===== src/rtl/itoa_pkg.sv =====
// Shared types and constants for the signed integer to decimal text converter.
package itoa_pkg;

    // Widths of the item fields.
    localparam int unsigned ValueW    = 32;
    localparam int unsigned CharW     = 6;
    localparam int unsigned OutDataW  = 8;

    // Number of BCD digits needed for a 32-bit magnitude, and counter widths.
    localparam int unsigned NumDigits = 10;
    localparam int unsigned BcdW      = 4 * NumDigits;
    localparam int unsigned CntW      = $clog2(ValueW);
    localparam int unsigned IdxW      = $clog2(NumDigits);

    // Character codes.
    localparam logic [CharW-1:0] CharMinus = 6'd45;
    localparam logic [CharW-1:0] CharZero  = 6'd48;

    // Controller states.
    typedef enum logic [2:0] {
        ST_IDLE,
        ST_CONV,
        ST_NORM,
        ST_SIGN,
        ST_DIGIT
    } t_state;

    // Commands from the controller to the datapath.
    typedef struct packed {
        logic load;
        logic step;
        logic norm;
        logic emit_sign;
        logic emit_digit;
    } t_cmd;

    // Status from the datapath to the controller.
    typedef struct packed {
        logic conv_last;
        logic idx_zero;
        logic out_free;
    } t_sts;

endpackage


===== src/rtl/itoa_ctrl.sv =====
// Controller state machine that sequences conversion and character output.
module itoa_ctrl (
    input  logic             i_clk,
    input  logic             i_rst_n,
    input  logic             i_in_valid,
    output logic             o_in_ready,
    input  itoa_pkg::t_sts   i_sts,
    output itoa_pkg::t_cmd   o_cmd
);

    itoa_pkg::t_state r_state;
    itoa_pkg::t_state n_state;

    // State register.
    always_ff @(posedge i_clk) begin
        if (!i_rst_n) begin
            r_state <= itoa_pkg::ST_IDLE;
        end else begin
            r_state <= n_state;
        end
    end

    // Next state and commands.
    always_comb begin
        n_state    = r_state;
        o_cmd      = '0;
        o_in_ready = 1'b0;
        case (r_state)
            itoa_pkg::ST_IDLE: begin
                o_in_ready = 1'b1;
                if (i_in_valid) begin
                    o_cmd.load = 1'b1;
                    n_state    = itoa_pkg::ST_CONV;
                end
            end
            itoa_pkg::ST_CONV: begin
                o_cmd.step = 1'b1;
                if (i_sts.conv_last) begin
                    n_state = itoa_pkg::ST_NORM;
                end
            end
            itoa_pkg::ST_NORM: begin
                o_cmd.norm = 1'b1;
                n_state    = itoa_pkg::ST_SIGN;
            end
            itoa_pkg::ST_SIGN: begin
                // The datapath skips the sign for non-negative values.
                o_cmd.emit_sign = i_sts.out_free;
                if (i_sts.out_free) begin
                    n_state = itoa_pkg::ST_DIGIT;
                end
            end
            itoa_pkg::ST_DIGIT: begin
                o_cmd.emit_digit = i_sts.out_free;
                if (i_sts.out_free && i_sts.idx_zero) begin
                    n_state = itoa_pkg::ST_IDLE;
                end
            end
            default: begin
                n_state = itoa_pkg::ST_IDLE;
            end
        endcase
    end

endmodule


===== src/rtl/itoa_dp.sv =====
// Datapath: magnitude, shift-and-add-3 BCD conversion and output register.
module itoa_dp (
    input  logic                                i_clk,
    input  logic                                i_rst_n,
    input  logic [itoa_pkg::ValueW-1:0]         i_value,
    input  itoa_pkg::t_cmd                      i_cmd,
    output itoa_pkg::t_sts                      o_sts,
    output logic                                o_out_valid,
    input  logic                                i_out_ready,
    output logic [itoa_pkg::CharW-1:0]          o_char_code,
    output logic                                o_is_last
);

    logic                            r_neg;
    logic [itoa_pkg::ValueW-1:0]     r_bin;
    logic [itoa_pkg::BcdW-1:0]       r_bcd;
    logic [itoa_pkg::CntW-1:0]       r_cnt;
    logic [itoa_pkg::IdxW-1:0]       r_idx;
    logic                            r_out_valid;
    logic [itoa_pkg::CharW-1:0]      r_char;
    logic                            r_last;

    logic [itoa_pkg::ValueW-1:0]     mag;
    logic [itoa_pkg::BcdW-1:0]       adj;
    logic [itoa_pkg::IdxW-1:0]       top_idx;
    logic [3:0]                      cur_digit;
    logic                            emit;

    // Magnitude as an unsigned number, exact for the most negative value.
    assign mag = i_value[itoa_pkg::ValueW-1] ? (~i_value + 1'b1) : i_value;

    // Add 3 to every BCD digit of 5 or more before the shift.
    always_comb begin
        for (int k = 0; k < itoa_pkg::NumDigits; k++) begin
            adj[4*k +: 4] = (r_bcd[4*k +: 4] >= 4'd5) ? (r_bcd[4*k +: 4] + 4'd3)
                                                      : r_bcd[4*k +: 4];
        end
    end

    // Position of the most significant non-zero digit; zero gives position 0.
    always_comb begin
        top_idx = '0;
        for (int k = 0; k < itoa_pkg::NumDigits; k++) begin
            if (r_bcd[4*k +: 4] != 4'd0) begin
                top_idx = itoa_pkg::IdxW'(k);
            end
        end
    end

    assign cur_digit = r_bcd[4*r_idx +: 4];

    // Conversion registers.
    always_ff @(posedge i_clk) begin
        if (i_cmd.load) begin
            r_neg <= i_value[itoa_pkg::ValueW-1];
            r_bin <= mag;
            r_bcd <= '0;
            r_cnt <= '0;
        end else if (i_cmd.step) begin
            r_bcd <= {adj[itoa_pkg::BcdW-2:0], r_bin[itoa_pkg::ValueW-1]};
            r_bin <= {r_bin[itoa_pkg::ValueW-2:0], 1'b0};
            r_cnt <= r_cnt + 1'b1;
        end
        if (i_cmd.norm) begin
            r_idx <= top_idx;
        end else if (i_cmd.emit_digit && (r_idx != '0)) begin
            r_idx <= r_idx - 1'b1;
        end
    end

    // Output register: a new character goes in when the old one is taken.
    assign emit = i_cmd.emit_digit || (i_cmd.emit_sign && r_neg);

    always_ff @(posedge i_clk) begin
        if (!i_rst_n) begin
            r_out_valid <= 1'b0;
        end else if (emit) begin
            r_out_valid <= 1'b1;
        end else if (i_out_ready) begin
            r_out_valid <= 1'b0;
        end
    end

    always_ff @(posedge i_clk) begin
        if (i_cmd.emit_digit) begin
            r_char <= itoa_pkg::CharZero + itoa_pkg::CharW'(cur_digit);
            r_last <= (r_idx == '0);
        end else if (i_cmd.emit_sign && r_neg) begin
            r_char <= itoa_pkg::CharMinus;
            r_last <= 1'b0;
        end
    end

    // Status and outputs.
    assign o_sts.conv_last = (r_cnt == itoa_pkg::CntW'(itoa_pkg::ValueW - 1));
    assign o_sts.idx_zero  = (r_idx == '0);
    assign o_sts.out_free  = !r_out_valid || i_out_ready;

    assign o_out_valid = r_out_valid;
    assign o_char_code = r_char;
    assign o_is_last   = r_last;

endmodule


===== src/rtl/signed_int_to_decimal_ascii_top.sv =====
// Top level of the signed 32-bit integer to decimal ASCII text converter.
//
//  Channel | Direction | Payload                        | Items
//  s       | in        | tdata[31:0] value (signed)     | one per number
//  m       | out       | tdata[5:0] char_code, tlast    | 1 to 11 per number
//
// A number goes through acceptance, 32 shift-and-add-3 steps, a search for the
// leading digit, a sign slot (empty for a non-negative value) and one slot per digit.
// Reset is synchronous and active low; it clears the controller and the output valid flag.
// A stalled output holds the character and pauses the sequence; the next number is
// taken while the last character still waits.
module signed_int_to_decimal_ascii_top (
    input  logic                                i_clk,
    input  logic                                i_rst_n,
    input  logic                                i_s_tvalid,
    output logic                                o_s_tready,
    input  logic [itoa_pkg::ValueW-1:0]         i_s_tdata,   // [31:0] value
    output logic                                o_m_tvalid,
    input  logic                                i_m_tready,
    output logic [itoa_pkg::OutDataW-1:0]       o_m_tdata,   // [5:0] char_code, [7:6] zero
    output logic                                o_m_tlast
);

    itoa_pkg::t_cmd              cmd;
    itoa_pkg::t_sts              sts;
    logic [itoa_pkg::CharW-1:0]  char_code;

    itoa_ctrl u_ctrl (
        .i_clk      (i_clk),
        .i_rst_n    (i_rst_n),
        .i_in_valid (i_s_tvalid),
        .o_in_ready (o_s_tready),
        .i_sts      (sts),
        .o_cmd      (cmd)
    );

    itoa_dp u_dp (
        .i_clk       (i_clk),
        .i_rst_n     (i_rst_n),
        .i_value     (i_s_tdata),
        .i_cmd       (cmd),
        .o_sts       (sts),
        .o_out_valid (o_m_tvalid),
        .i_out_ready (i_m_tready),
        .o_char_code (char_code),
        .o_is_last   (o_m_tlast)
    );

    assign o_m_tdata = {{(itoa_pkg::OutDataW - itoa_pkg::CharW){1'b0}}, char_code};

    // A character is only written into a free output register.
    assert property (@(posedge i_clk) disable iff (!i_rst_n)
        (cmd.emit_sign || cmd.emit_digit) |-> sts.out_free)
        else $error("character written over a waiting output item");

    // Sign and digit are never emitted in the same cycle.
    assert property (@(posedge i_clk) disable iff (!i_rst_n)
        !(cmd.emit_sign && cmd.emit_digit))
        else $error("sign and digit emitted together");

    // After a number is taken the block is busy converting it.
    assert property (@(posedge i_clk) disable iff (!i_rst_n)
        (i_s_tvalid && o_s_tready) |=> !o_s_tready)
        else $error("input taken again during conversion");

    // A minus sign never ends a run.
    assert property (@(posedge i_clk) disable iff (!i_rst_n)
        (o_m_tvalid && (char_code == itoa_pkg::CharMinus)) |-> !o_m_tlast)
        else $error("minus sign marked as last character");

endmodule


===== config.mk =====
export PLATFORM = sky130hd
export DESIGN_NAME = signed_int_to_decimal_ascii_top
export DESIGN_NICKNAME = d
export VERILOG_FILES = /design/src/rtl/itoa_pkg.sv /design/src/rtl/itoa_ctrl.sv /design/src/rtl/itoa_dp.sv /design/src/rtl/signed_int_to_decimal_ascii_top.sv
export SDC_FILE = /design/constraint.sdc
export NUM_CORES = 1
export LEC_CHECK = 0
export ABC_AREA = 1
export BUFFER_PORTS_ARGS = -buffer_cell sky130_fd_sc_hd__buf_2
export CORE_MARGIN = 3
export CORE_UTILIZATION = 40
export CTS_CLUSTER_DIAMETER = 60
export DETAILED_ROUTE_END_ITERATION = 10
export GPL_ROUTABILITY_DRIVEN = 0
export HOLD_SLACK_MARGIN = 0.05
export PLACE_DENSITY = 0.62
export SLEW_MARGIN = 0
export SYNTH_ARGS = -nofsm -noshare
export SYNTH_HDL_FRONTEND = slang
export SYNTH_SLANG_ARGS = --single-unit

===== constraint.sdc =====
create_clock -name i_clk -period 2.7 [get_ports i_clk]
set_clock_uncertainty 0.15 [all_clocks]
set_input_delay 0.675 -clock i_clk [delete_from_list [all_inputs] [get_ports i_clk]]
set_output_delay 0.675 -clock i_clk [all_outputs]
set_load 0.01 [all_outputs]

# Word-level counts from Yosys, hierarchy flattened
# Cells that the tools add are included.
dict set report word_totals {
  ff_bits 93
  word_cells 109
}
dict set report op_classes {
  add_sub_neg 14
  n_lt_le_gt_ge 10
  eq_ne 9
  shifts 1
  n_mux 42
  n_bitwise 1
  n_reduce_logical 23
}
# cell count
set op_table {}
lappend op_table {{$mux W32} 3}
lappend op_table {{$mux W4} 13}
lappend op_table {{$ge A4 B3 Y1 const B} 10}
lappend op_table {{$reduce_bool A4 Y1} 10}
lappend op_table {{$shiftx A40 B7 Y4} 1}
lappend op_table {{$add A4 B2 Y4 const B} 9}
lappend op_table {{$add A32 B1 Y32 const B} 1}
lappend op_table {{$not A32 Y32} 1}
lappend op_table {{$mux W3} 9}
lappend op_table {{$pmux W3 S5} 1}
lappend op_table {{$mux W1} 12}
lappend op_table {{$mux W6} 2}
lappend op_table {{$reduce_bool A2 Y1} 4}
lappend op_table {{$add A5 B5 Y6 const A} 1}
lappend op_table {{$eq A3 B2 Y1 const B} 2}
lappend op_table {{$add A5 B1 Y5 const B} 1}
lappend op_table {{$eq A5 B5 Y1 const B} 1}
lappend op_table {{$logic_not A4 Y1} 1}
lappend op_table {{$mux W2} 2}
lappend op_table {{$ne A2 B1 Y1 const B} 2}
lappend op_table {{$ne A2 B2 Y1 const B} 2}
lappend op_table {{$reduce_and A4 Y1} 1}
lappend op_table {{$sub A4 B1 Y4 const B} 1}
lappend op_table {{$add A3 B2 Y3 const B} 1}
lappend op_table {{6 further kinds} 9}

# Longest topological paths before layout
# Gate-level depths: netlist (run 1).
dict set report depth {
  word_depth 11
  mapped_depth 12
  depth_no_buf 12
}

# Cells and area by module
# From an unflattened synthesis (run 1), not the netlist that was laid out.
dict set report unflattened {
  cells_unflattened 793
  hier_area_um2 5805.6
}
# mod instances cells_each area_each_um2 seq_area_each_um2
set by_module_without_submodules {}
lappend by_module_without_submodules {itoa_dp 1 750 5560.3 2212.1}
lappend by_module_without_submodules {itoa_ctrl 1 40 226.5 60.1}
lappend by_module_without_submodules {signed_int_to_decimal_ascii_top 1 3 18.8 0.0}

# Worst setup path after synthesis (run 1)
# Ideal clock, no wire load.
dict set report synth_path {
  kind {input to register}
  startpoint {in i_s_tdata[0] (netlist name)}
  endpoint {reg u_dp.r_bin[14] (netlist name), data pin}
  setup_ps 253
  arrival_time_ps 1768
  t_required_ps 2297
  setup_slack_ps 529
  cell_stages 10
  path_buffers 0
  cell_sequence {inv_1 > ha_1 > nand3_1 > nand2_1 > nand2_2 > nor2_2 > nand2_1 > or2_0 > nand3_1 > nand2_1}
}
dict set report synth_between {
  elab_chain_len 4
}
# item line
set synth_rtl {}
lappend synth_rtl {{start: declaration} signed_int_to_decimal_ascii_top.sv:17} ;# input logic [itoa_pkg::ValueW-1:0] i_s_tdata,
lappend synth_rtl {{$not A32 Y32} itoa_dp.sv:30} ;# assign mag = i_value[itoa_pkg::ValueW-1] ? (~i_value + 1'b1) : i_value;
lappend synth_rtl {{$add A32 B1 Y32} itoa_dp.sv:30}
lappend synth_rtl {{$mux W32} itoa_dp.sv:30}
lappend synth_rtl {{$mux W32} itoa_dp.sv:54} ;# if (i_cmd.load) begin
lappend synth_rtl {{end signal: assignment} itoa_dp.sv:56} ;# r_bin <= mag;
lappend synth_rtl {{end signal: assignment} itoa_dp.sv:61} ;# r_bin <= {r_bin[itoa_pkg::ValueW-2:0], 1'b0};
lappend synth_rtl {{end: declaration} itoa_dp.sv:15} ;# logic [itoa_pkg::ValueW-1:0] r_bin;
# Every way passes these cells.
# A chain may end at the register's enable or synchronous reset.

# Final worst setup path (run 1)
# Ends and elaborated chain as after synthesis.

==> impl_metrics.toml, run 1 <==
[logic_synthesis]
yosysWarnings = 0
synth_cell_types = 41
syn-instance-count = 784
synth-seq-cells = 92
synth_area_leaders = "edfxtp_1, dfxtp_1, nand2_1"
synth.avg_cell_area_sq_um = 7.437
ys_seq_area_share_pct = 38.97
netlist.area_leader.share_pct = 22.15
yosys.area.top_type = "edfxtp_1"
synth_area_sq_um = 5831

[timing]
finalMaxSlewViolations = 0
period_minus_slack_ns = 2.011
worst_pin_slew_ns = 0.9785
fmax_mhz = 497.4
finalHoldViolations = 0
post-route-period-util_pct = 74.47
setup_viol = 0
maxSlewHeadroom_pct = 34.08
rsz0062_at_grt = "false"
tns_ns = 0
hold_slack_ns = 0.2985

[final_layout]
final_core_util_pct = 46.24
num_antenna_cells = 0
final_area_sq_um = 6494
areaGrowthSynthToFinish_pct = 11.37
layout.nets = 883
drive_gt1_share_pct = 12.44

[worst_hold_path]
holdCritPathClass = "flip-flop to flip-flop"

[routing]
viasPerCell = 5.140
drc = 0
routedWlPerCell_um = 13.43
dr.first_iter.drc_count = 324
first_pass_iters = 5
wirelength_mm = 13.54
ant_nets = 0
vias = 5181

[critical_path]
crit_required_ns = 2.65
crit_path_start_kind = "primary input"
crit_slowest_cell = "or2_0"
critical_path_class = "primary input to flip-flop"
crit_family = "simple AND/OR/NAND/NOR gates"
crit_path_max_fanout = 4
path_cells = "buf_2, inv_1, ha_1, nand3_1, nand2_1, nand2_2, nor2_2, nand2_1, or2_0, nand3_1, nand2_1"
cp_data_arrival_time_ns = 1.96
max_stage_delay_ns = 0.20
path_common_cell = "nand2_1"
endpoint_kind = "flip-flop"
cp_num_buf_inv = 2
ff2ff_setup_slack_ns = 0.76

[grt]
antenna_found_initial = 0
grt_pass1_vias = 4906
track_usage_pct = 17.65
grt_overflow = 0
grt_pass1_wl_mm = 23.38
grt_max_degree = 51

[clock_network]
cts_tree = "done"
postCtsHoldBufs = 0
post-cts-setup-buffer-count = 0
cts_max_level = 3
postCtsResizedCells = 0
clock_path_buffers = 2
clk_pin_slew_ns = 0.06
clock_latency_ns = 0.35
root_buffer = "clkbuf_16"
cts_buffers = 9
cts.sinks = 92

[floorplan]
initial_utilization_pct = 41.52
die_w_um = 126.7
rows = 43
design.die.area_sq_um = 16060
core_sq_um = 14040
io_pins = 47
fp.dieH_um = 126.7

[pwr]
power_density_nw_per_um2 = 865.5
power_leakage_uw = 0.002818
ir_drop_mv = 0.4464

[placed_design]
placed_cell_area_sq_um = 6223
numPortBuffers = 43
dp_hpwl_mm = 9.787

[job]
max_cap_violations = 0

[run_status]
status = "finished, final reports clean"
synth_stat cells (all sizes together):
| cell type | n |
|---|---|
| edfxtp | 43 |
| conb | 2 |
| a31o | 1 |
| and2 | 1 |
| buf | 21 |
| clkinv | 1 |
| inv | 91 |
| nor3 | 2 |
| clkbuf | 9 |
| nor2 | 73 |
| a21o | 1 |
| o21ai | 98 |
| xor2 | 28 |
| o31ai | 3 |
| o22ai | 5 |
| o32ai | 5 |
| nand4 | 8 |
| nand3b | 1 |
| o211ai | 13 |
| dfxtp | 49 |
| nand2 | 179 |
| nand3 | 66 |
| nor4 | 1 |
| a21oi | 49 |
| nor3b | 1 |
| or2 | 5 |
| ha | 24 |
| a31oi | 1 |
| xnor2 | 3 |
stage by stage:
step	total power, uW	setup slack, ns	std cells
finish	5620	0.6894	1008
global route	6099	0.5237	1008
CTS	5666	0.6786	1008
detailed placement	4483	0.3128	992
global placement	4467	0.3417	992
floorplan	3877	0.5289	785
area by class of cell:
class	count	area [sq um]
Fill cell	1423	7548
Sequential cell	92	2272
Multi-Input combinational cell	571	3060
Inverter	92	345.3
Timing Repair Buffer	57	320.3
Tap cell	180	225.2
Clock inverter	5	27.53
Clock buffer	11	242.7
cell usage in the layout, fill, tap and decap left out, types with 2 or more instances in the layout:
master / netlist / routed
nand4_1: 8 / 8
o32ai_1: 5 / 5
ha_1: 24 / 24
a21oi_1: 48 / 48
nor3_1: 2 / 2
inv_2: 6 / 6
o22ai_1: 5 / 5
nor2_2: 5 / 6
nand3_1: 64 / 64
clkinv_2: 0 / 4
nand2_1: 173 / 173
nor2_4: 5 / 5
o21ai_1: 20 / 20
xnor2_1: 3 / 3
buf_4: 6 / 14
or2_0: 3 / 3
o211ai_1: 13 / 13
edfxtp_1: 43 / 43
dfxtp_1: 49 / 49
inv_1: 85 / 85
buf_2: 13 / 43
conb_1: 2 / 3
o21ai_0: 78 / 78
nor2_8: 2 / 2
nor2_1: 61 / 60
clkbuf_16: 0 / 9
o31ai_1: 3 / 3
xor2_1: 28 / 28
or2_2: 2 / 2
nand2_2: 6 / 6
nand3_4: 2 / 2
state kept, by name, indices dropped and copies added (netlist names):
| signal | cells |
|---|---|
| u_dp.o_is_last | 1 |
| u_dp.r_idx | 4 |
| u_dp.o_out_valid | 1 |
| u_dp.r_bcd | 40 |
| u_dp.r_cnt | 5 |
| u_ctrl.r_state | 3 |
| u_dp.r_neg | 1 |
| u_dp.o_char_code | 5 |
| u_dp.r_bin | 32 |
final timing paths:
check / start / endpoint / cells past startpoint
max: i_s_tdata[0] / u_dp.r_bin[14] / 11
min: u_dp.r_bin[31] / u_dp.r_bcd[0] / 2
max reg2reg: u_ctrl.r_state[0] / u_dp.o_char_code[4] / 4
min reg2reg: u_dp.r_bin[31] / u_dp.r_bcd[0] / 2
report_power, final:
group / switching [uW] / internal (uW) / total [uW]
Clock: 530 / 643 / 1170
Sequential: 258 / 2060 / 2320
Combinational: 1440 / 696 / 2130
worst register-to-register path, delay by kind of cell (launching register included):
kind,cells,cell delay (ns)
buffers and inverters,1,0.05
flip-flops,1,0.35
AO/OA/AOI/OAI,1,0.78
AND/OR/NAND/NOR,2,0.22
kinds of logic (layout without fill, tap and decap cells):
group           after synthesis  count (layout)  synth area share [%]
compound gates              176             176                 16.42
flops                        92              92                 38.97
other cells                   2               3                0.1288
simple gates                337             337                 26.03
xor+xnor                     31              31                 4.657
buf+inv                     122             165                 8.648
fa+ha+maj                    24              24                 5.150
routing by layer:
metal	up-vias	track usage [%]	share of wire, %
met3	21	4.421	5.4
met5	-	0	0
met1	2335	23.98	49
met4	0	4.101	1.5
li1	2683	-	-
met2	142	28.39	45
Power figures use the tool's default switching activity.
==> run 2, diff against run 1 <==
PLACE_DENSITY = 0.64   (was 0.62)
clock period = 1.7 ns   (was 2.7 ns; I/O delays follow)
==> run 2 against run 1 <==
Net effect:
- critical path depth decreased by 7
- non-clock buffer count increased by 78
- combinational power increased by 87%
- die area unchanged
- register-to-register slack got worse by 0.69 ns
- design area increased by 13%
- sequential power increased by 59%
- clock power increased by 62%
- count of clock-buffer cells in the layout increased by 2
- largest power group is now combinational logic
==> impl_metrics.toml, run 2 (same netlist as run 1, synthesis figures left out) <==
[run_status]
status = "finished, final reports clean"

[clock_network]
cts_buffers = 9
clk_pin_slew_ns = 0.06
cts_tree = "done"
postCtsHoldBufs = 0
clock_path_buffers = 2
root_buffer = "clkbuf_16"
cts_max_level = 3
cts.sinks = 92
clock_latency_ns = 0.34

[floorplan]
fp.dieH_um = 126.7
core_sq_um = 14040
io_pins = 47
initial_utilization_pct = 41.52
design.die.area_sq_um = 16060
rows = 43
die_w_um = 126.7

[timing]
fmax_mhz = 607.7
finalMaxSlewViolations = 0
post-route-period-util_pct = 96.79
rsz0062_at_grt = "true"
setup_viol = 0
finalHoldViolations = 0
period_minus_slack_ns = 1.645

[grt]
grt_overflow = 0
antenna_found_initial = 0
grt_max_degree = 34
grt_pass1_wl_mm = 23.58
track_usage_pct = 17.86
grt_pass1_vias = 5114

[final_layout]
drive_gt1_share_pct = 23.98
areaGrowthSynthToFinish_pct = 25.49
num_antenna_cells = 0
top_regs = "u_dp.r_bcd (40), u_dp.r_bin (32)"
layout.nets = 961
top_register = "u_dp.r_bcd"
final_area_sq_um = 7317
final_cell_mix = "nand2_1, buf_4, inv_1"
mostFrequentLayoutCell = "nand2_1"
largest_reg_flops = 40

[critical_path]
endpoint_kind = "output port"
path_cells = "nor2_4, nand2_2, inv_2, buf_6"
max_stage_delay_ns = 0.34
r2r_end = "u_dp.r_bcd[34]"
critical_path_class = "flip-flop to output port"
cp_data_arrival_time_ns = 1.07
crit_slowest_cell = "dfxtp_2"
r2r_cells = 8
cp_num_buf_inv = 2
ff2ff_setup_slack_ns = 0.07
crit_family = "flip-flops"
crit_path_start_kind = "flip-flop"
crit_required_ns = 1.12
crit_path_max_fanout = 3
reg2reg_from = "u_dp.r_bcd[33]"

[routing]
wirelength_mm = 14.15
routedWlPerCell_um = 13.04
vias = 5365
ant_nets = 0
drc = 0
first_pass_iters = 5
dr.first_iter.drc_count = 373
viasPerCell = 4.945

[pwr]
combPwrFrac_pct = 41.5
power_density_nw_per_um2 = 1309
sequentialPowerShare_pct = 38.7
p_int_uw = 5878
ir_drop_mv = 0.6143
p_switching_uw = 3700
power_frac_clock_pct = 19.8
swShare_pct = 38.63
power_leakage_uw = 0.003265
power_uw = 9578

[worst_hold_path]
holdCritPathClass = "primary input to flip-flop"
min_to = "u_dp.o_out_valid"
min_path_cells = 3
min_from = "i_rst_n"

[job]
max_cap_violations = 0

[placed_design]
dp_hpwl_mm = 10.54
placed_cell_area_sq_um = 6922
numPortBuffers = 43
[run 2: cell count changes in the layout (fill, tap and decap cells not counted), sizes merged]
| cell | previous run | this run |
|---|---|---|
| clkbuf | 11 | 13 |
| clkinv | 5 | 3 |
| buf | 57 | 135 |
| clkinvlp | 1 | 0 |
[run 2: worst register-to-register path: cells and delay by family, from the launching register on]
kind            cells  cell delay (ns)
simple gates        3             0.40
compound gates      3             0.35
flops               1             0.33
fa+ha+maj           1             0.18
buf+inv             1             0.12
[run 2: how the worst max path moves through the flow]
stage	startpoint	end	slack, ns	depth (start not counted)
2_1_floorplan	i_s_tdata[1]	u_dp.r_bin[14]	-0.06	10
3_3_place_gp	i_s_tdata[4]	u_dp.r_bin[24]	-0.25	12
3_5_place_dp	i_s_tdata[4]	u_dp.r_bin[24]	-0.26	12
4_1_cts	u_ctrl.r_state[0]	o_s_tready	-0.03	4
5_1_grt	u_dp.r_bcd[9]	u_dp.r_idx[0]	-0.10	12
6_report	u_ctrl.r_state[2]	o_s_tready	0.05	4
[run 2: per-stage QoR]
stage                     util (%)  setup TNS (ns)  instances  hold WS, ns  setup WS (ns)
after floorplan                  -        -0.06212        785       0.2715       -0.06212
after global placement       49.29          -4.643       1070       0.2900        -0.2495
after CTS                    51.27        -0.02529       1085       0.1336       -0.02529
after detailed placement     49.29          -5.455       1070       0.2972        -0.2644
after global routing         52.11         -0.2559       1085       0.1545        -0.1007
final                        52.11               0       1085       0.1419        0.05457
[run 2: what timing repair did]
| item | 4_1_cts | 5_1_grt |
|---|---|---|
| gates resized for setup | 2 | 41 |
| setup buffers | 0 | 0 |
| pin swaps | 0 | 3 |
| setup endpoints to repair | 7 | 78 |
[run 2: final cells by class]
cell class	instances	area (sq um)
fill	1405	6725
multi-input combinational	571	3191
sequential	92	2282
timing repair buffer	135	994.7
inverter	92	352.8
clock buffer	13	261.5
tap	180	225.2
clock inverter	2	10.01
[run 2: power by group through the flow]
stage                     combinational [uW]  clock (uW)  sequential, uW
after CTS                               3870        1930            3660
after detailed placement                3830           0            3700
after floorplan                         2590           0            3600
final                                   3980        1900            3700
after global placement                  3790           0            3680
after global routing                    4530        2020            3800
[run 2: metal layers]
metal,vias up,wire [um],track usage [%]
met2,96,6858,30.23
li1,2838,-,-
met1,2418,6581,23.21
met3,13,608,4.337
met4,0,103,3.912
met5,-,0,0
